===== config.mk =====
export PLATFORM = sky130hd
export DESIGN_NAME = dsd_stream_file_deblocker_flat
export DESIGN_NICKNAME = d
export VERILOG_FILES = /design/src/hw/rtl/dsd_pkg.sv /design/src/hw/rtl/dsd_byte_if.sv /design/src/hw/rtl/dsd_result_if.sv /design/src/hw/rtl/dsd_stream_file_deblocker.sv /design/src/flat_wrapper.sv
export SDC_FILE = /design/constraint.sdc
export NUM_CORES = 1
export LEC_CHECK = 0
export BUFFER_PORTS_ARGS = -buffer_cell sky130_fd_sc_hd__buf_2
export CAP_MARGIN = 20
export CORE_MARGIN = 8
export CORE_UTILIZATION = 55
export CTS_CLUSTER_SIZE = 40
export DETAILED_ROUTE_END_ITERATION = 8
export PLACE_DENSITY_LB_ADDON = 0.1
export SLEW_MARGIN = 5
export SYNTH_ARGS = -nofsm -noshare
export SYNTH_HDL_FRONTEND = slang
export SYNTH_SLANG_ARGS = --single-unit

===== constraint.sdc =====
create_clock -name clk -period 18.4 [get_ports clk]
set_clock_uncertainty 0.1 [all_clocks]
set_input_delay 1.84 -clock clk [delete_from_list [all_inputs] [get_ports clk]]
set_output_delay 1.84 -clock clk [all_outputs]
set_load 0.1 [all_outputs]

===== src/hw/rtl/dsd_pkg.sv =====
// ----------------------------------------------------------------------------
// DSD stream file deblocker package
// Item types, result kinds, error codes and header constants.
// ----------------------------------------------------------------------------
`timescale 1ns / 1ps
`default_nettype none

package dsd_pkg;

  // Result kinds
  localparam logic [1:0] KIND_AUDIO  = 2'd0;
  localparam logic [1:0] KIND_FORMAT = 2'd1;
  localparam logic [1:0] KIND_ERROR  = 2'd2;

  // Header error codes
  localparam logic [3:0] ERR_DSD_ID     = 4'd0;
  localparam logic [3:0] ERR_DSD_SIZE   = 4'd1;
  localparam logic [3:0] ERR_FMT_ID     = 4'd2;
  localparam logic [3:0] ERR_VERSION    = 4'd3;
  localparam logic [3:0] ERR_FORMAT     = 4'd4;
  localparam logic [3:0] ERR_LAYOUT     = 4'd5;
  localparam logic [3:0] ERR_CHANNELS   = 4'd6;
  localparam logic [3:0] ERR_RATE       = 4'd7;
  localparam logic [3:0] ERR_BITS       = 4'd8;
  localparam logic [3:0] ERR_BLOCK_SIZE = 4'd9;
  localparam logic [3:0] ERR_RESERVED   = 4'd10;
  localparam logic [3:0] ERR_DATA_ID    = 4'd11;

  // Header constants
  localparam logic [6:0]  HEADER_BYTES = 7'd92;
  localparam logic [63:0] ID_DSD       = 64'h0000_0000_4453_4420;
  localparam logic [63:0] ID_FMT       = 64'h0000_0000_666D_7420;
  localparam logic [63:0] ID_DATA      = 64'h0000_0000_6461_7461;
  localparam logic [63:0] DSD_SIZE     = 64'd28;
  localparam logic [63:0] FMT_VERSION  = 64'd1;
  localparam logic [63:0] RATE_SINGLE  = 64'd2822400;
  localparam logic [63:0] RATE_DOUBLE  = 64'd5644800;
  localparam logic [63:0] BLOCK_BYTES  = 64'd4096;
  localparam logic [63:0] MAX_CHANNELS = 64'd6;
  localparam int          OFFSET_BITS  = 12;
  localparam int          BLOCKNUM_BITS = 49;

  typedef struct packed {
    logic       start_of_file;
    logic [7:0] file_byte;
  } byte_item_t;

  typedef struct packed {
    logic [1:0]  kind;
    logic [7:0]  audio_byte;
    logic [2:0]  channel;
    logic [60:0] byte_index;
    logic [2:0]  channel_count;
    logic [2:0]  channel_layout;
    logic        double_rate;
    logic        msb_first;
    logic [3:0]  error_code;
    logic [63:0] sample_count;
  } result_item_t;

endpackage

`default_nettype wire


===== src/hw/rtl/dsd_byte_if.sv =====
// ----------------------------------------------------------------------------
// DSD file byte channel
// Valid/ready channel carrying one file byte and its restart flag per item.
// ----------------------------------------------------------------------------
`timescale 1ns / 1ps
`default_nettype none

interface dsd_byte_if import dsd_pkg::*; ();
  logic       valid;
  logic       ready;
  byte_item_t data;

  modport source (output valid, output data, input ready);
  modport sink (input valid, input data, output ready);
endinterface

`default_nettype wire


===== src/hw/rtl/dsd_result_if.sv =====
// ----------------------------------------------------------------------------
// DSD result channel
// Valid/ready channel carrying one audio, format or error result per item.
// ----------------------------------------------------------------------------
`timescale 1ns / 1ps
`default_nettype none

interface dsd_result_if import dsd_pkg::*; ();
  logic         valid;
  logic         ready;
  result_item_t data;

  modport source (output valid, output data, input ready);
  modport sink (input valid, input data, output ready);
endinterface

`default_nettype wire


===== src/hw/rtl/dsd_stream_file_deblocker.sv =====
// ----------------------------------------------------------------------------
// DSD stream file deblocker
//
//   channel      role    carries
//   file_stream  sink    start_of_file, file_byte
//   result       source  kind, audio_byte, channel, byte_index, format, error
//
// One byte is taken per cycle while the skid stage is empty; its result, if
// any, is registered. All parsing and block counting is a single combinational
// pass from the state registers into a result register backed by a one-item
// skid stage. file_stream.ready depends only on the skid register, so input
// keeps flowing while a result is stalled until a second result waits. rst
// is synchronous, active high, and clears the parser to the start of a header.
// ----------------------------------------------------------------------------
`timescale 1ns / 1ps
`default_nettype none

module dsd_stream_file_deblocker import dsd_pkg::*; (
  input  wire logic     clk,
  input  wire logic     rst,
  dsd_byte_if.sink      file_stream,
  dsd_result_if.source  result
);

  localparam logic [1:0] PH_HEADER = 2'd0;
  localparam logic [1:0] PH_AUDIO  = 2'd1;
  localparam logic [1:0] PH_STOP   = 2'd2;

  localparam logic [4:0] F_DSD_ID     = 5'd0;
  localparam logic [4:0] F_DSD_SIZE   = 5'd1;
  localparam logic [4:0] F_FILE_SIZE  = 5'd2;
  localparam logic [4:0] F_META_OFS   = 5'd3;
  localparam logic [4:0] F_FMT_ID     = 5'd4;
  localparam logic [4:0] F_FMT_SIZE   = 5'd5;
  localparam logic [4:0] F_VERSION    = 5'd6;
  localparam logic [4:0] F_FORMAT     = 5'd7;
  localparam logic [4:0] F_LAYOUT     = 5'd8;
  localparam logic [4:0] F_CHANNELS   = 5'd9;
  localparam logic [4:0] F_RATE       = 5'd10;
  localparam logic [4:0] F_BITS       = 5'd11;
  localparam logic [4:0] F_SAMPLES    = 5'd12;
  localparam logic [4:0] F_BLOCK_SIZE = 5'd13;
  localparam logic [4:0] F_RESERVED   = 5'd14;
  localparam logic [4:0] F_DATA_ID    = 5'd15;
  localparam logic [4:0] F_DATA_SIZE  = 5'd16;

  localparam logic [OFFSET_BITS-1:0] OFFSET_LAST = OFFSET_BITS'(BLOCK_BYTES - 64'd1);

  // Parser state
  logic [6:0]               header_position, header_position_next;
  logic [1:0]               phase, phase_next;
  logic [63:0]              field_shift, field_shift_next;
  logic [2:0]               channels_reg, channels_reg_next;
  logic [2:0]               layout_reg, layout_reg_next;
  logic                     rate_reg, rate_reg_next;
  logic                     bit_order_reg, bit_order_reg_next;
  logic [63:0]              total_samples, total_samples_next;
  logic [OFFSET_BITS-1:0]   block_offset, block_offset_next;
  logic [2:0]               channel_index, channel_index_next;
  logic [BLOCKNUM_BITS-1:0] block_number, block_number_next;

  // State as seen by this byte: a restart acts as a reset first
  logic                     sof;
  logic [7:0]               b;
  logic [6:0]               cur_hpos;
  logic [1:0]               cur_phase;
  logic [63:0]              cur_shift;
  logic [2:0]               cur_channels;
  logic [2:0]               cur_layout;
  logic                     cur_rate;
  logic                     cur_bit_order;
  logic [63:0]              cur_total;
  logic [OFFSET_BITS-1:0]   cur_offset;
  logic [2:0]               cur_chan;
  logic [BLOCKNUM_BITS-1:0] cur_block;

  logic [4:0]   fld;
  logic [6:0]   fstart;
  logic [2:0]   k;
  logic         long_field;
  logic         is_id;
  logic         field_done;
  logic [63:0]  base;
  logic [63:0]  v;
  logic [60:0]  idx;

  logic         accept;
  logic         res_valid;
  result_item_t res;

  // Output register and skid stage
  logic         out_valid;
  result_item_t out_item;
  logic         skid_valid;
  result_item_t skid_item;

  assign accept            = file_stream.valid && file_stream.ready;
  assign file_stream.ready = !skid_valid;
  assign result.valid      = out_valid;
  assign result.data       = out_item;

  assign sof           = file_stream.data.start_of_file;
  assign b             = file_stream.data.file_byte;
  assign cur_hpos      = sof ? '0 : header_position;
  assign cur_phase     = sof ? PH_HEADER : phase;
  assign cur_shift     = sof ? '0 : field_shift;
  assign cur_channels  = sof ? '0 : channels_reg;
  assign cur_layout    = sof ? '0 : layout_reg;
  assign cur_rate      = sof ? 1'b0 : rate_reg;
  assign cur_bit_order = sof ? 1'b0 : bit_order_reg;
  assign cur_total     = sof ? '0 : total_samples;
  assign cur_offset    = sof ? '0 : block_offset;
  assign cur_chan      = sof ? '0 : channel_index;
  assign cur_block     = sof ? '0 : block_number;

  // Map the header position onto its field
  always_comb begin
    case (cur_hpos) inside
      [7'd0:7'd3]:   begin fld = F_DSD_ID;     fstart = 7'd0;  end
      [7'd4:7'd11]:  begin fld = F_DSD_SIZE;   fstart = 7'd4;  end
      [7'd12:7'd19]: begin fld = F_FILE_SIZE;  fstart = 7'd12; end
      [7'd20:7'd27]: begin fld = F_META_OFS;   fstart = 7'd20; end
      [7'd28:7'd31]: begin fld = F_FMT_ID;     fstart = 7'd28; end
      [7'd32:7'd39]: begin fld = F_FMT_SIZE;   fstart = 7'd32; end
      [7'd40:7'd43]: begin fld = F_VERSION;    fstart = 7'd40; end
      [7'd44:7'd47]: begin fld = F_FORMAT;     fstart = 7'd44; end
      [7'd48:7'd51]: begin fld = F_LAYOUT;     fstart = 7'd48; end
      [7'd52:7'd55]: begin fld = F_CHANNELS;   fstart = 7'd52; end
      [7'd56:7'd59]: begin fld = F_RATE;       fstart = 7'd56; end
      [7'd60:7'd63]: begin fld = F_BITS;       fstart = 7'd60; end
      [7'd64:7'd71]: begin fld = F_SAMPLES;    fstart = 7'd64; end
      [7'd72:7'd75]: begin fld = F_BLOCK_SIZE; fstart = 7'd72; end
      [7'd76:7'd79]: begin fld = F_RESERVED;   fstart = 7'd76; end
      [7'd80:7'd83]: begin fld = F_DATA_ID;    fstart = 7'd80; end
      default:       begin fld = F_DATA_SIZE;  fstart = 7'd84; end
    endcase
  end

  always_comb begin
    case (fld)
      F_DSD_SIZE, F_FILE_SIZE, F_META_OFS, F_FMT_SIZE, F_SAMPLES, F_DATA_SIZE:
        long_field = 1'b1;
      default:
        long_field = 1'b0;
    endcase
  end

  assign k          = 3'(cur_hpos - fstart);
  assign is_id      = (fld == F_DSD_ID) || (fld == F_FMT_ID) || (fld == F_DATA_ID);
  assign field_done = long_field ? (k == 3'd7) : (k == 3'd3);
  assign base       = (k == 3'd0) ? 64'd0 : cur_shift;
  // Ids assemble as text, numbers little-endian
  assign v          = is_id ? {base[55:0], b} : (base | (64'(b) << {k, 3'b000}));
  assign idx        = {cur_block, cur_offset};

  always_comb begin
    header_position_next = cur_hpos;
    phase_next           = cur_phase;
    field_shift_next     = cur_shift;
    channels_reg_next    = cur_channels;
    layout_reg_next      = cur_layout;
    rate_reg_next        = cur_rate;
    bit_order_reg_next   = cur_bit_order;
    total_samples_next   = cur_total;
    block_offset_next    = cur_offset;
    channel_index_next   = cur_chan;
    block_number_next    = cur_block;
    res_valid            = 1'b0;
    res                  = '0;

    case (cur_phase)
      PH_HEADER: begin
        if (cur_hpos < HEADER_BYTES) begin
          field_shift_next     = v;
          header_position_next = cur_hpos + 7'd1;
          if (field_done) begin
            res.kind = KIND_ERROR;
            case (fld)
              F_DSD_ID: begin
                if (v != ID_DSD) begin res_valid = 1'b1; res.error_code = ERR_DSD_ID; end
              end
              F_DSD_SIZE: begin
                if (v != DSD_SIZE) begin res_valid = 1'b1; res.error_code = ERR_DSD_SIZE; end
              end
              F_FMT_ID: begin
                if (v != ID_FMT) begin res_valid = 1'b1; res.error_code = ERR_FMT_ID; end
              end
              F_VERSION: begin
                if (v != FMT_VERSION) begin
                  res_valid = 1'b1; res.error_code = ERR_VERSION;
                end
              end
              F_FORMAT: begin
                if (v != 64'd0) begin res_valid = 1'b1; res.error_code = ERR_FORMAT; end
              end
              F_LAYOUT: begin
                if (v < 64'd1 || v > 64'd7) begin
                  res_valid = 1'b1; res.error_code = ERR_LAYOUT;
                end
                layout_reg_next = v[2:0];
              end
              F_CHANNELS: begin
                if (v < 64'd1 || v > MAX_CHANNELS) begin
                  res_valid = 1'b1; res.error_code = ERR_CHANNELS;
                end
                channels_reg_next = v[2:0];
              end
              F_RATE: begin
                if (v != RATE_SINGLE && v != RATE_DOUBLE) begin
                  res_valid = 1'b1; res.error_code = ERR_RATE;
                end
                rate_reg_next = (v == RATE_DOUBLE);
              end
              F_BITS: begin
                if (v != 64'd1 && v != 64'd8) begin
                  res_valid = 1'b1; res.error_code = ERR_BITS;
                end
                bit_order_reg_next = (v == 64'd8);
              end
              F_SAMPLES: begin
                total_samples_next = v;
              end
              F_BLOCK_SIZE: begin
                if (v != BLOCK_BYTES) begin
                  res_valid = 1'b1; res.error_code = ERR_BLOCK_SIZE;
                end
              end
              F_RESERVED: begin
                if (v != 64'd0) begin res_valid = 1'b1; res.error_code = ERR_RESERVED; end
              end
              F_DATA_ID: begin
                if (v != ID_DATA) begin res_valid = 1'b1; res.error_code = ERR_DATA_ID; end
              end
              F_DATA_SIZE: begin
                res_valid          = 1'b1;
                res.kind           = KIND_FORMAT;
                res.channel_count  = cur_channels;
                res.channel_layout = cur_layout;
                res.double_rate    = cur_rate;
                res.msb_first      = cur_bit_order;
                res.sample_count   = cur_total;
                phase_next         = PH_AUDIO;
                block_offset_next  = '0;
                channel_index_next = '0;
                block_number_next  = '0;
              end
              default: ;
            endcase
            // Stop on the first failed check
            if (res_valid && res.kind == KIND_ERROR) begin
              phase_next = PH_STOP;
            end
          end
        end
      end

      PH_AUDIO: begin
        // Drop bytes past the last sample
        if ({idx, 3'b000} < cur_total) begin
          res_valid      = 1'b1;
          res.kind       = KIND_AUDIO;
          res.audio_byte = b;
          res.channel    = cur_chan;
          res.byte_index = idx;
        end
        if (cur_offset == OFFSET_LAST) begin
          block_offset_next = '0;
          if ({1'b0, cur_chan} + 4'd1 >= {1'b0, cur_channels}) begin
            channel_index_next = '0;
            block_number_next  = cur_block + BLOCKNUM_BITS'(1);
          end else begin
            channel_index_next = cur_chan + 3'd1;
          end
        end else begin
          block_offset_next = cur_offset + OFFSET_BITS'(1);
        end
      end

      default: ;
    endcase
  end

  always_ff @(posedge clk) begin
    if (rst) begin
      header_position <= '0;
      phase           <= PH_HEADER;
      field_shift     <= '0;
      channels_reg    <= '0;
      layout_reg      <= '0;
      rate_reg        <= 1'b0;
      bit_order_reg   <= 1'b0;
      total_samples   <= '0;
      block_offset    <= '0;
      channel_index   <= '0;
      block_number    <= '0;
    end else if (accept) begin
      header_position <= header_position_next;
      phase           <= phase_next;
      field_shift     <= field_shift_next;
      channels_reg    <= channels_reg_next;
      layout_reg      <= layout_reg_next;
      rate_reg        <= rate_reg_next;
      bit_order_reg   <= bit_order_reg_next;
      total_samples   <= total_samples_next;
      block_offset    <= block_offset_next;
      channel_index   <= channel_index_next;
      block_number    <= block_number_next;
    end
  end

  always_ff @(posedge clk) begin
    if (rst) begin
      out_valid  <= 1'b0;
      skid_valid <= 1'b0;
    end else if (!out_valid || result.ready) begin
      // Output slot frees: refill from skid first, then from this item
      if (skid_valid) begin
        out_item   <= skid_item;
        out_valid  <= 1'b1;
        skid_valid <= 1'b0;
      end else if (accept && res_valid) begin
        out_item  <= res;
        out_valid <= 1'b1;
      end else begin
        out_valid <= 1'b0;
      end
    end else if (accept && res_valid) begin
      // Output stalled: park this item
      skid_item  <= res;
      skid_valid <= 1'b1;
    end
  end

endmodule

`default_nettype wire

===== src/flat_wrapper.sv =====
// flat-port wrapper written by rule: the top's interface ports become plain ports
module dsd_stream_file_deblocker_flat import dsd_pkg::*;
  (clk, rst, file_stream_valid, file_stream_data, file_stream_ready, result_valid, result_data, result_ready);
  dsd_byte_if file_stream_i ();
  dsd_result_if result_i ();
  input  wire logic clk;
  input  wire logic rst;
  input wire logic [$bits(file_stream_i.valid)-1:0] file_stream_valid;
  input wire logic [$bits(file_stream_i.data)-1:0] file_stream_data;
  output wire logic [$bits(file_stream_i.ready)-1:0] file_stream_ready;
  output wire logic [$bits(result_i.valid)-1:0] result_valid;
  output wire logic [$bits(result_i.data)-1:0] result_data;
  input wire logic [$bits(result_i.ready)-1:0] result_ready;
  assign file_stream_i.valid = file_stream_valid;
  assign file_stream_i.data = file_stream_data;
  assign file_stream_ready = file_stream_i.ready;
  assign result_valid = result_i.valid;
  assign result_data = result_i.data;
  assign result_i.ready = result_ready;
  dsd_stream_file_deblocker u_core (.clk(clk), .rst(rst), .file_stream(file_stream_i), .result(result_i));
endmodule

==> metrics.md, run 1 <==
| Metric | Value |
|---|---|
| Unique masters post-synth | `89` |
| Chip height | `234 um` |
| TritonCTS Buffers | `51` |
| Mapped Cells | `2713` |
| Avg Cell Area, Syn | `9.60 um2` |
| Hold Violations, Final | `0` |
| Maximum clock rate | `113 MHz` |
| CTS resizes | `0` |
| Setup CP Type | `in2reg` |
| Vias in the first global route | `20445` |
| Switching pwr | `0.000525 W` |
| Hold-fix buffers at CTS | `0` |
| Peak VDD IR | `77.8 uV` |
| CTS tree | `yes` |
| # Post-CTS Setup Buffers | `0` |
| Nets | `2862` |
| First-pass GRT wire length | `122000 um` |
| Hpwl dp | `54000 um` |
| Sequential share of the synthesized area | `0.508` |
| Share of cells above drive strength 1 | `0.158` |
| Worst slew margin | `0.237` |
| WP data required | `18.57 ns` |
| DRT Wirelength | `78300 um` |
| Top-area cell type share of the netlist area | `0.346` |
| Synthesis-to-layout area growth | `10.9%` |
| Total Neg Setup Slack | `0 ns` |
| Internal power | `0.00182 W` |
| Antenna Violating Nets Remaining | `0` |
| Root Buffer | `clkbuf_16` |
| Clk slew on worst S/H paths | `0.06 ns` |
| Status | `completed` |
| Min-Delay Path Class | `reg2reg` |
| Core ar. | `46700 um2` |
| CP peak stage delay | `0.64 ns` |
| Clock sinks | `511` |
| Commonest non-fill, non-tap cell in the layout | `nor2_1` |
| Combinational power share | `0.038` |
| Worst-margin pin slew | `1.14 ns` |
| Die Footprint | `54600 um2` |
| Area after DPL | `27200 um2` |
| Initial Util | `0.558` |
| Final std cells w/o fill | `3430` |
| Hold Slack | `0.386 ns` |
| Flop pwr share | `0.519` |
| Crit path cell chain | `buf_4 > inv_2 > nand2_1 > inv_1 > ha_1 > and3b_1 > o41ai_4 > a21oi_4 > buf_4 > nand3_1 > nand2_1 > a22oi_1 > nor4_1 > nand3b_1 > o22a_1 > o311a_1 > and4bb_1 > a31oi_1 > o21ai_2 > a21oi_4 > buf_4 > buf_4 > buf_16` |
| Leading area contributor after synthesis | `edfxtp_1` |
| Max-slew violation count | `0` |
| Die width | `234 um` |
| Count of input and output buffers | `164` |
| Post-Syn Nets | `2795` |
| Via Count | `21212` |
| Endpoints failing setup | `0` |
| Sw Ratio | `0.224` |
| Worst skew pair latency | `0.61 ns` |
| RSZ-0062 raised after global routing | `false` |
| Worst EP arrival | `9.03 ns` |
| WL/cell | `22.8 um` |
| Remaining Overflow, GRT | `0` |
| Largest net degree at the start of global routing | `114` |
| Gpl congestion | `0.933` |
| Synthesis-stage register bit count | `511` |
| GRT Overall Usage | `0.284` |
| Via density | `6.18` |
| I/O pin count | `165` |
| CP Capture Type | `flip-flop` |
| Ys flop type | `edfxtp_1` |
| CP Max Fanout | `80` |
| H-tree lvl count | `2` |
| Most frequent CP cell | `buf_4` |
| Clk pwr share | `0.443` |
| Crit-path slowest cell | `buf_4` |
| 1st-iter DRT viols | `2324` |
| Cell Rows | `79` |
| Fin crit period | `8.86 ns` |
| Longest Clk Path Bufs | `3` |
| PD cells | `81.2 nW/um2` |
| EDFF count, synth | `300` |
| Initial antenna violation count | `0` |
| Post-Syn Area | `26100 um2` |
| YS warnings | `0` |
| Final Cycle Share | `0.482` |
| Inserted Diodes | `0` |
| Remaining DRCs | `0` |
| Max-cap violations | `0` |
| Most frequent cells in the layout | `331 x nor2_1, 319 x nand2_1, 300 x edfxtp_1` |
| Startpoint Class | `input pin` |
| # placed instances | `3331` |
| P_leak | `10.2 nW` |
| Top cells by area, synth | `edfxtp_1 35%, dfxtp_1 16%, mux2_2 5.9%` |
| Final Cell Area | `28900 um2` |
| Drt pass-1 iters | `6` |
| Post-synth ARST share | `0` |
Yosys cell counts, types with 4 or more instances:
library cell  instances
nand2_1             320
o21bai_1              4
and3_1               15
inv_1                21
a22o_1                4
nor2b_1              74
a31oi_1              12
nor3_1               39
o2111ai_1             4
nand2b_1             17
o22ai_1               6
xnor2_1               5
dfxtp_1             211
nand3_1              57
mux2i_1               6
nor2_1              333
o21a_1                4
or2_2                11
o21ai_0              96
and2_1              140
edfxtp_1            300
a311oi_1              5
nand4_1              24
xor2_1                7
clkbuf_1            131
or4_1                14
a21o_1               20
o31ai_1              16
buf_2                31
o31a_1                4
nor4_1               36
a22oi_1              42
or3_1                45
a21oi_1             274
buf_1                17
a2111oi_0             5
ha_1                 69
a211oi_1             64
nand3b_1              6
mux2_2              136
path summary, 6_finish.rpt:
path         slack, ns                       from  depth (start not counted)                       to
max reg2reg      10.87  u_core.header_position[0]                         21   u_core.result.data[55]
min               0.39    u_core.block_number[47]                          2  u_core.block_number[47]
max               9.54        file_stream_data[8]                         23   u_core.result.data[55]
min reg2reg       0.39    u_core.block_number[47]                          2  u_core.block_number[47]
through the flow:
stage / utilization / setup WS (ns) / total power [W]
after floorplan: - / 2.84 / 0.00130
after global placement: 0.583 / 8.98 / 0.00133
after detailed placement: 0.583 / 8.79 / 0.00133
after CTS: 0.618 / 9.42 / 0.00236
after global routing: 0.620 / 9.04 / 0.00241
final: 0.620 / 9.54 / 0.00235
per-layer routing:
layer | global-route usage | part of all wire | routed length, um | vias up
li1 | - | - | - | 9962
met3 | 0.0438 | 0.063 | 4970 | 148
met4 | 0.118 | 0.043 | 3390 | 0
met1 | 0.392 | 0.44 | 34700 | 10274
met5 | 0 | 0 | 0 | -
met2 | 0.442 | 0.45 | 35200 | 828
cell type report:
class	count	area, um2
fillers	3926	17700
flip-flops and latches	511	13200
multi-input cells	1997	12100
clock buffers	73	1420
repair buffers	196	1110
well taps	607	759
clock inverters	23	230
inverters	23	91.3
worst max-delay path: cells and delay by family:
family	cells	cell delay, ns
adder cells (fa/ha/maj)	1	0.46
AND/OR/NAND/NOR	7	1.65
buffers and inverters	7	2.67
AO/OA/AOI/OAI	8	2.26
power by group through the flow:
| stage | Sequential [W] | Clock, W | Combinational [W] |
|---|---|---|---|
| 2_1_floorplan | 0.00124 | 0 | 0.0000611 |
| 3_3_place_gp | 0.00124 | 0 | 0.0000849 |
| 3_5_place_dp | 0.00124 | 0 | 0.0000854 |
| 4_1_cts | 0.00122 | 0.00106 | 0.0000855 |
| 5_1_grt | 0.00122 | 0.00110 | 0.0000955 |
| 6_report | 0.00122 | 0.00104 | 0.0000884 |
cells by family (layout without fill, tap and decap cells):
| logic type | Yosys count | count (layout) | synth area share |
|---|---|---|---|
| buffers and inverters | 205 | 315 | 0.0319 |
| and+or+nand+nor | 1163 | 1163 | 0.216 |
| adders and majority gates | 69 | 69 | 0.0331 |
| AOI/OAI and AO/OA | 611 | 611 | 0.146 |
| muxes | 142 | 142 | 0.0611 |
| DFF | 511 | 511 | 0.508 |
| xor gates and xnor gates | 12 | 12 | 0.00403 |
(Power assumes the default switching activity.)
==> run 2, diff against run 1 <==
clock period = 7.95 ns   (was 18.4 ns; I/O delays follow)
==> run 2 against run 1 <==
Effect of this change:
- wire length grew 1.6%
- final area increased by 0.84%
- worst setup slack got worse by 8.6 ns
- flip-flop and latch count stayed put
- worst hold slack lost 0.014 ns
- final cell count grew 0.20%
- sequential power up 130%
- sequential share of layout area down 0.38 points
- critical path depth decreased by 3
==> metrics.md, run 2 (synthesis gave the netlist of run 1 again) <==
| Metric | Value |
|---|---|
| Remaining DRCs | `0 (unchanged)` |
| Longest Clk Path Bufs | `3 (unchanged)` |
| Commonest non-fill, non-tap cell in the layout | `nor2_1 (unchanged)` |
| Worst reg2reg path endpoint | `u_core.result.data[73] (was u_core.result.data[55])` |
| Sw Ratio | `0.223 (was 0.224)` |
| P_leak | `10.4 nW (was 10.2 nW)` |
| Setup CP Type | `in2reg (unchanged)` |
| Cell Rows | `79 (unchanged)` |
| Hold Violations, Final | `0 (unchanged)` |
| Reg2reg start | `u_core.header_position[0] (unchanged)` |
| WL/cell | `23.2 um (was 22.8 um)` |
| CTS tree | `yes (unchanged)` |
| Flop pwr share | `0.511 (was 0.519)` |
| CP Capture Type | `flip-flop (unchanged)` |
| Hold-fix buffers at CTS | `0 (unchanged)` |
| Die width | `234 um (unchanged)` |
| Max-cap violations | `0 (unchanged)` |
| Inserted Diodes | `0 (unchanged)` |
| I/O pin count | `165 (unchanged)` |
| Synthesis-to-layout area growth | `11.9% (was 10.9%)` |
| Gr busiest metal | `met2 (unchanged)` |
| Vias in the first global route | `20756 (was 20445)` |
| Drt pass-1 iters | `5 (was 6)` |
| Initial Util | `0.558 (unchanged)` |
| GRT Overall Usage | `0.288 (was 0.284)` |
| CTS resizes | `0 (unchanged)` |
| Clk slew on worst S/H paths | `0.06 ns (about the same)` |
| Hold Slack | `0.372 ns (was 0.386 ns)` |
| Final Cell Area | `29100 um2 (was 28900 um2)` |
| PD cells | `189 nW/um2 (was 81.2 nW/um2)` |
| Met2 Use GR | `0.453 (was 0.442)` |
| Startpoint Class | `input pin (unchanged)` |
| Status | `completed (unchanged)` |
| Via density | `6.24 (was 6.18)` |
| Chip height | `234 um (unchanged)` |
| Worst-margin pin slew | `1.29 ns (was 1.14 ns)` |
| WP data required | `7.90 ns (was 18.57 ns)` |
| Worst EP arrival | `7.01 ns (was 9.03 ns)` |
| Area after DPL | `27400 um2 (was 27200 um2)` |
| Root Buffer | `clkbuf_16 (unchanged)` |
| RSZ-0062 raised after global routing | `false (unchanged)` |
| Fin crit period | `7.06 ns` |
| Clk pwr share | `0.451 (was 0.443)` |
| Gpl congestion | `0.928 (was 0.933)` |
| DRT Wirelength | `79600 um (was 78300 um)` |
| Endpoints failing setup | `0 (unchanged)` |
| Max-slew violation count | `0 (unchanged)` |
| Switching pwr | `0.00123 W (was 0.000525 W)` |
| Nets | `2869 (was 2862)` |
| HP Start | `u_core.bit_order_reg (was u_core.block_number[47])` |
| First-pass GRT wire length | `123000 um (was 122000 um)` |
| Final Core Density | `0.625 (was 0.620)` |
| CP Max Fanout | `150 (was 80)` |
| Hold path depth | `2 (unchanged)` |
| Share of cells above drive strength 1 | `0.166 (was 0.158)` |
| Final Cycle Share | `0.888` |
| Clock sinks | `511 (unchanged)` |
| 1st-iter DRT viols | `2268 (was 2324)` |
| Die Footprint | `54600 um2 (unchanged)` |
| Remaining Overflow, GRT | `0 (unchanged)` |
| Largest net degree at the start of global routing | `151 (was 114)` |
| Combinational power share | `0.038 (about the same)` |
| Worst skew pair latency | `0.61 ns (about the same)` |
| Core ar. | `46700 um2 (unchanged)` |
| H-tree lvl count | `2 (unchanged)` |
| Initial antenna violation count | `2 (was 0)` |
| Met3 global-route usage | `0.0503 (was 0.0438)` |
| Met1 usage | `0.392 (about the same)` |
| Maximum clock rate | `142 MHz` |
| TritonCTS Buffers | `53 (was 51)` |
| Worst r2r path cells | `19 (was 21)` |
| Internal power | `0.00429 W (was 0.00182 W)` |
| Peak VDD IR | `163 uV (was 77.8 uV)` |
| Min-Delay Path Class | `reg2reg (unchanged)` |
| Most frequent cells in the layout | `331 x nor2_1, 318 x nand2_1, 300 x edfxtp_1 (was 331 x nor2_1, 319 x nand2_1, 300 x edfxtp_1)` |
| Count of input and output buffers | `164 (unchanged)` |
| R2r setup slk | `0.92 ns (was 10.87 ns)` |
| Worst slew margin | `0.139 (was 0.237)` |
| Antenna Violating Nets Remaining | `0 (unchanged)` |
| Hpwl dp | `55000 um (was 54000 um)` |
| Worst Hold End | `u_core.bit_order_reg (was u_core.block_number[47])` |
| # Post-CTS Setup Buffers | `0 (unchanged)` |
| Via Count | `21437 (was 21212)` |
## run 2: cell count changes in the layout (fill, tap and decap cells not counted), sizes merged
cell	delta
bufinv	-1
clkbuf	-2
buf	+5
inv	+1
clkinv	+5
clkinvlp	-1
## run 2: worst max-delay path by stage
stage	cells past startpoint	slack, ns	start	endpoint
6_report	20	0.89	file_stream_data[8]	u_core.result.data[73]
5_1_grt	19	0.92	u_core.header_position[0]	u_core.result.data[48]
4_1_cts	19	1.47	u_core.header_position[0]	u_core.skid_item[44]
3_5_place_dp	20	0.89	file_stream_data[8]	u_core.skid_item[58]
3_3_place_gp	20	1.02	file_stream_data[8]	u_core.skid_item[42]
2_1_floorplan	27	-2.13	file_stream_data[8]	u_core.result.data[0]
## run 2: stage by stage
step | std cells | TNS (ns) | setup WS, ns | power (W)
2_1_floorplan | 2713 | -515.70 | -2.13 | 0.00301
3_3_place_gp | 3336 | 0 | 1.02 | 0.00307
3_5_place_dp | 3337 | 0 | 0.886 | 0.00308
4_1_cts | 3435 | 0 | 1.47 | 0.00554
5_1_grt | 3437 | 0 | 0.922 | 0.00567
6_report | 3437 | 0 | 0.891 | 0.00552
## run 2: cell type report
type | count | area [um2]
clock buffers | 71 | 1530
repair buffers | 201 | 1190
flip-flops and latches | 511 | 13200
clock inverters | 27 | 220
inverters | 23 | 91.3
multi-input cells | 1997 | 12100
well taps | 607 | 759
fillers | 3901 | 17500
## run 2: power by group through the flow
stage	Combinational, W	Clock (W)	Sequential (W)
after floorplan	0.000147	0	0.00286
after global placement	0.000199	0	0.00287
after detailed placement	0.000202	0	0.00287
after CTS	0.000202	0.00252	0.00282
after global routing	0.000224	0.00263	0.00282
final	0.000208	0.00249	0.00282
## run 2: critical path, cell delays in order
cell and delay (ns):
buf_4 0.43, inv_2 0.07, nand2_1 0.13, inv_1 0.11
ha_4 0.22, and3b_1 0.41, o41ai_4 0.18, a21oi_4 0.72
nand4_1 0.18, a211o_1 0.31, o21ai_1 0.20, nand4_1 0.34
a2111oi_2 0.50, and3_1 0.33, a31oi_1 0.13, nor4_1 0.66
a31oi_4 0.18, o21ai_4 0.27, a21oi_4 0.09, buf_12 0.22
## run 2: metal layers
layer | vias to the layer above | share of wire | wire length, um
li1 | 9952 | - | -
met1 | 10483 | 0.43 | 34500
met2 | 854 | 0.46 | 36300
met3 | 148 | 0.070 | 5570
met4 | 0 | 0.041 | 3260
met5 | - | 0 | 0
==> run 3, diff against run 2 <==
clock period = 8 ns   (was 7.95 ns; I/O delays follow)
==> run 3 against run 2 <==
Effect of this change:
- critical path type is now reg2reg
- largest cell class unchanged
- sequential share of layout area is the same
- flip-flop and latch count is the same
- die area did not move
==> metrics.md, run 3 (synthesis gave the netlist of run 1 again) <==
| Metric | Value |
|---|---|
| Status | `completed (unchanged)` |
| WL/cell | `23.2 um (about the same)` |
| CP peak stage delay | `0.89 ns (was 0.72 ns)` |
| Core ar. | `46700 um2 (unchanged)` |
| # Post-CTS Setup Buffers | `0 (unchanged)` |
| Final Cycle Share | `0.842` |
| Vias in the first global route | `20686 (was 20756)` |
| Endpoints failing setup | `0 (unchanged)` |
| Hold Violations, Final | `0 (unchanged)` |
| Longest Clk Path Bufs | `3 (unchanged)` |
| GRT Overall Usage | `0.288 (about the same)` |
| Register Area | `13200 um2 (unchanged)` |
| Synthesis-to-layout area growth | `11.9% (unchanged)` |
| Inserted Diodes | `0 (unchanged)` |
| Setup CP Type | `reg2reg (was in2reg)` |
| Worst EP arrival | `6.84 ns (was 7.01 ns)` |
| Hpwl dp | `55500 um (was 55000 um)` |
| Share of cells above drive strength 1 | `0.167 (was 0.166)` |
| Remaining Overflow, GRT | `0 (unchanged)` |
| DRT Wirelength | `79600 um (about the same)` |
| Largest net degree at the start of global routing | `151 (unchanged)` |
| 1st-iter DRT viols | `2318 (was 2268)` |
| CP Capture Type | `flip-flop (unchanged)` |
| Clk slew on worst S/H paths | `0.06 ns (about the same)` |
| CP Max Fanout | `73 (was 150)` |
| Antenna Violating Nets Remaining | `0 (unchanged)` |
| Nets | `2866 (was 2869)` |
| Maximum clock rate | `148 MHz` |
| TritonCTS Buffers | `52 (was 53)` |
| Multi-input gate area | `12100 um2 (about the same)` |
| Initial antenna violation count | `0 (was 2)` |
| Clock sinks | `511 (unchanged)` |
| Chip height | `234 um (unchanged)` |
| PD cells | `188 nW/um2 (was 189 nW/um2)` |
| Final Core Density | `0.625 (unchanged)` |
| Total Neg Setup Slack | `0 ns (unchanged)` |
| Max-slew violation count | `0 (unchanged)` |
| Via density | `6.21 (was 6.24)` |
| CTS resizes | `0 (unchanged)` |
| Hold-fix buffers at CTS | `0 (unchanged)` |
| Count of input and output buffers | `164 (unchanged)` |
| Crit path cell chain | `nand2_1 > inv_1 > ha_4 > nand2b_1 > a311o_1 > and3_1 > nand3_4 > a31o_2 > o2bb2ai_1 > a2111oi_2 > and3_1 > a31oi_1 > nor4_1 > a31oi_4 > o21ai_4 > nor3_4 > buf_4 (was buf_4 > inv_2 > nand2_1 > inv_1 > ha_4 > and3b_1 > o41ai_4 > a21oi_4 > nand4_1 > a211o_1 > o21ai_1 > nand4_1 > a2111oi_2 > and3_1 > a31oi_1 > nor4_1 > a31oi_4 > o21ai_4 > a21oi_4 > buf_12)` |
| Die Footprint | `54600 um2 (unchanged)` |
| Commonest non-fill, non-tap cell in the layout | `nor2_1 (unchanged)` |
| P_leak | `10.4 nW (about the same)` |
| Final worst slack | `1.26 ns (was 0.891 ns)` |
| Crit-path slowest cell | `a31o_2 (was a21oi_4)` |
| RSZ-0062 raised after global routing | `false (unchanged)` |
| Via Count | `21343 (was 21437)` |
| Worst skew pair latency | `0.61 ns (about the same)` |
| Most frequent CP cell | `and3_1` |
| CTS tree | `yes (unchanged)` |
| Worst slew margin | `0.201 (was 0.139)` |
| Die width | `234 um (unchanged)` |
| Drt pass-1 iters | `5 (unchanged)` |
| Worst-margin pin slew | `1.17 ns (was 1.29 ns)` |
| Fill cells | `3817 (was 3901)` |
| Pre-CTS setup slack | `0.889 ns (was 0.886 ns)` |
| Startpoint Class | `flip-flop (was input pin)` |
| Peak VDD IR | `167 uV (was 163 uV)` |
| Min-Delay Path Class | `reg2reg (unchanged)` |
| Max-cap violations | `0 (unchanged)` |
| Gpl congestion | `0.942 (was 0.928)` |
| WP data required | `8.11 ns (was 7.90 ns)` |
| Initial Util | `0.558 (unchanged)` |
| First-pass GRT wire length | `123000 um (about the same)` |
| Root Buffer | `clkbuf_16 (unchanged)` |
| Fin crit period | `6.74 ns` |
| Most frequent cells in the layout | `331 x nor2_1, 317 x nand2_1, 300 x edfxtp_1 (was 331 x nor2_1, 318 x nand2_1, 300 x edfxtp_1)` |
| Remaining DRCs | `0 (unchanged)` |
| H-tree lvl count | `2 (unchanged)` |
| Cell Rows | `79 (unchanged)` |
| I/O pin count | `165 (unchanged)` |
==> run 3: cell count changes in the layout (fill, tap and decap cells not counted), moves of 2 or more <==
| cell | delta |
|---|---|
| buf_4 | -2 |
| clkbuf_1 | -4 |
| clkbuf_16 | -2 |
| clkbuf_8 | +4 |
| clkinv_2 | -4 |
==> run 3: worst max-delay path, delay by kind of cell, from the launching register on <==
| kind | cells | cell delay [ns] |
|---|---|---|
| buffers and inverters | 2 | 0.56 |
| AO/OA/AOI/OAI | 7 | 2.75 |
| AND/OR/NAND/NOR | 7 | 1.91 |
| adder cells (fa/ha/maj) | 1 | 0.24 |
| flip-flops | 1 | 0.62 |
==> run 3: cell type report <==
type                            count  area share
Multi-Input combinational cell   1997       0.416
Timing Repair Buffer              199      0.0406
Clock inverter                     27     0.00755
Inverter                           23     0.00313
Clock buffer                       71      0.0526
Sequential cell                   511       0.454
Tap cell                          607      0.0261
==> run 3: per-stage QoR <==
stage	hold WS, ns	instance area, um2	instances	total power [W]
global placement	0.345	27300	3334	0.00306
CTS	0.360	29100	3432	0.00551
floorplan	0.327	26200	2713	0.00299
finish	0.358	29100	3435	0.00548
global route	0.376	29100	3435	0.00564
detailed placement	0.350	27300	3334	0.00306
==> run 3: worst paths after layout <==
path / startpoint / to / slack, ns / depth (start not counted)
worst max register to register: u_core.header_position[0] / u_core.skid_item[41] / 1.26 / 17
worst min-delay path: u_core.bit_order_reg / u_core.bit_order_reg / 0.36 / 2
worst max-delay path: u_core.header_position[0] / u_core.skid_item[41] / 1.26 / 17
worst min register to register: u_core.bit_order_reg / u_core.bit_order_reg / 0.36 / 2
==> run 3: power by group <==
part | leakage [nW] | switching (W) | internal [W] | total [W]
Combinational | 5.37 | 0.000152 | 0.0000549 | 0.000206
Sequential | 4.14 | 0.0000308 | 0.00277 | 0.00280
Clock | 0.858 | 0.00106 | 0.00142 | 0.00248
==> run 3: routing by layer <==
metal | global-route usage | vias up | part of all wire | wire length (um)
met2 | 0.447 | 878 | 0.45 | 36000
met4 | 0.129 | 0 | 0.045 | 3600
met1 | 0.393 | 10369 | 0.43 | 34600
met3 | 0.0473 | 153 | 0.068 | 5430
met5 | 0 | - | 0 | 0
li1 | - | 9943 | - | -
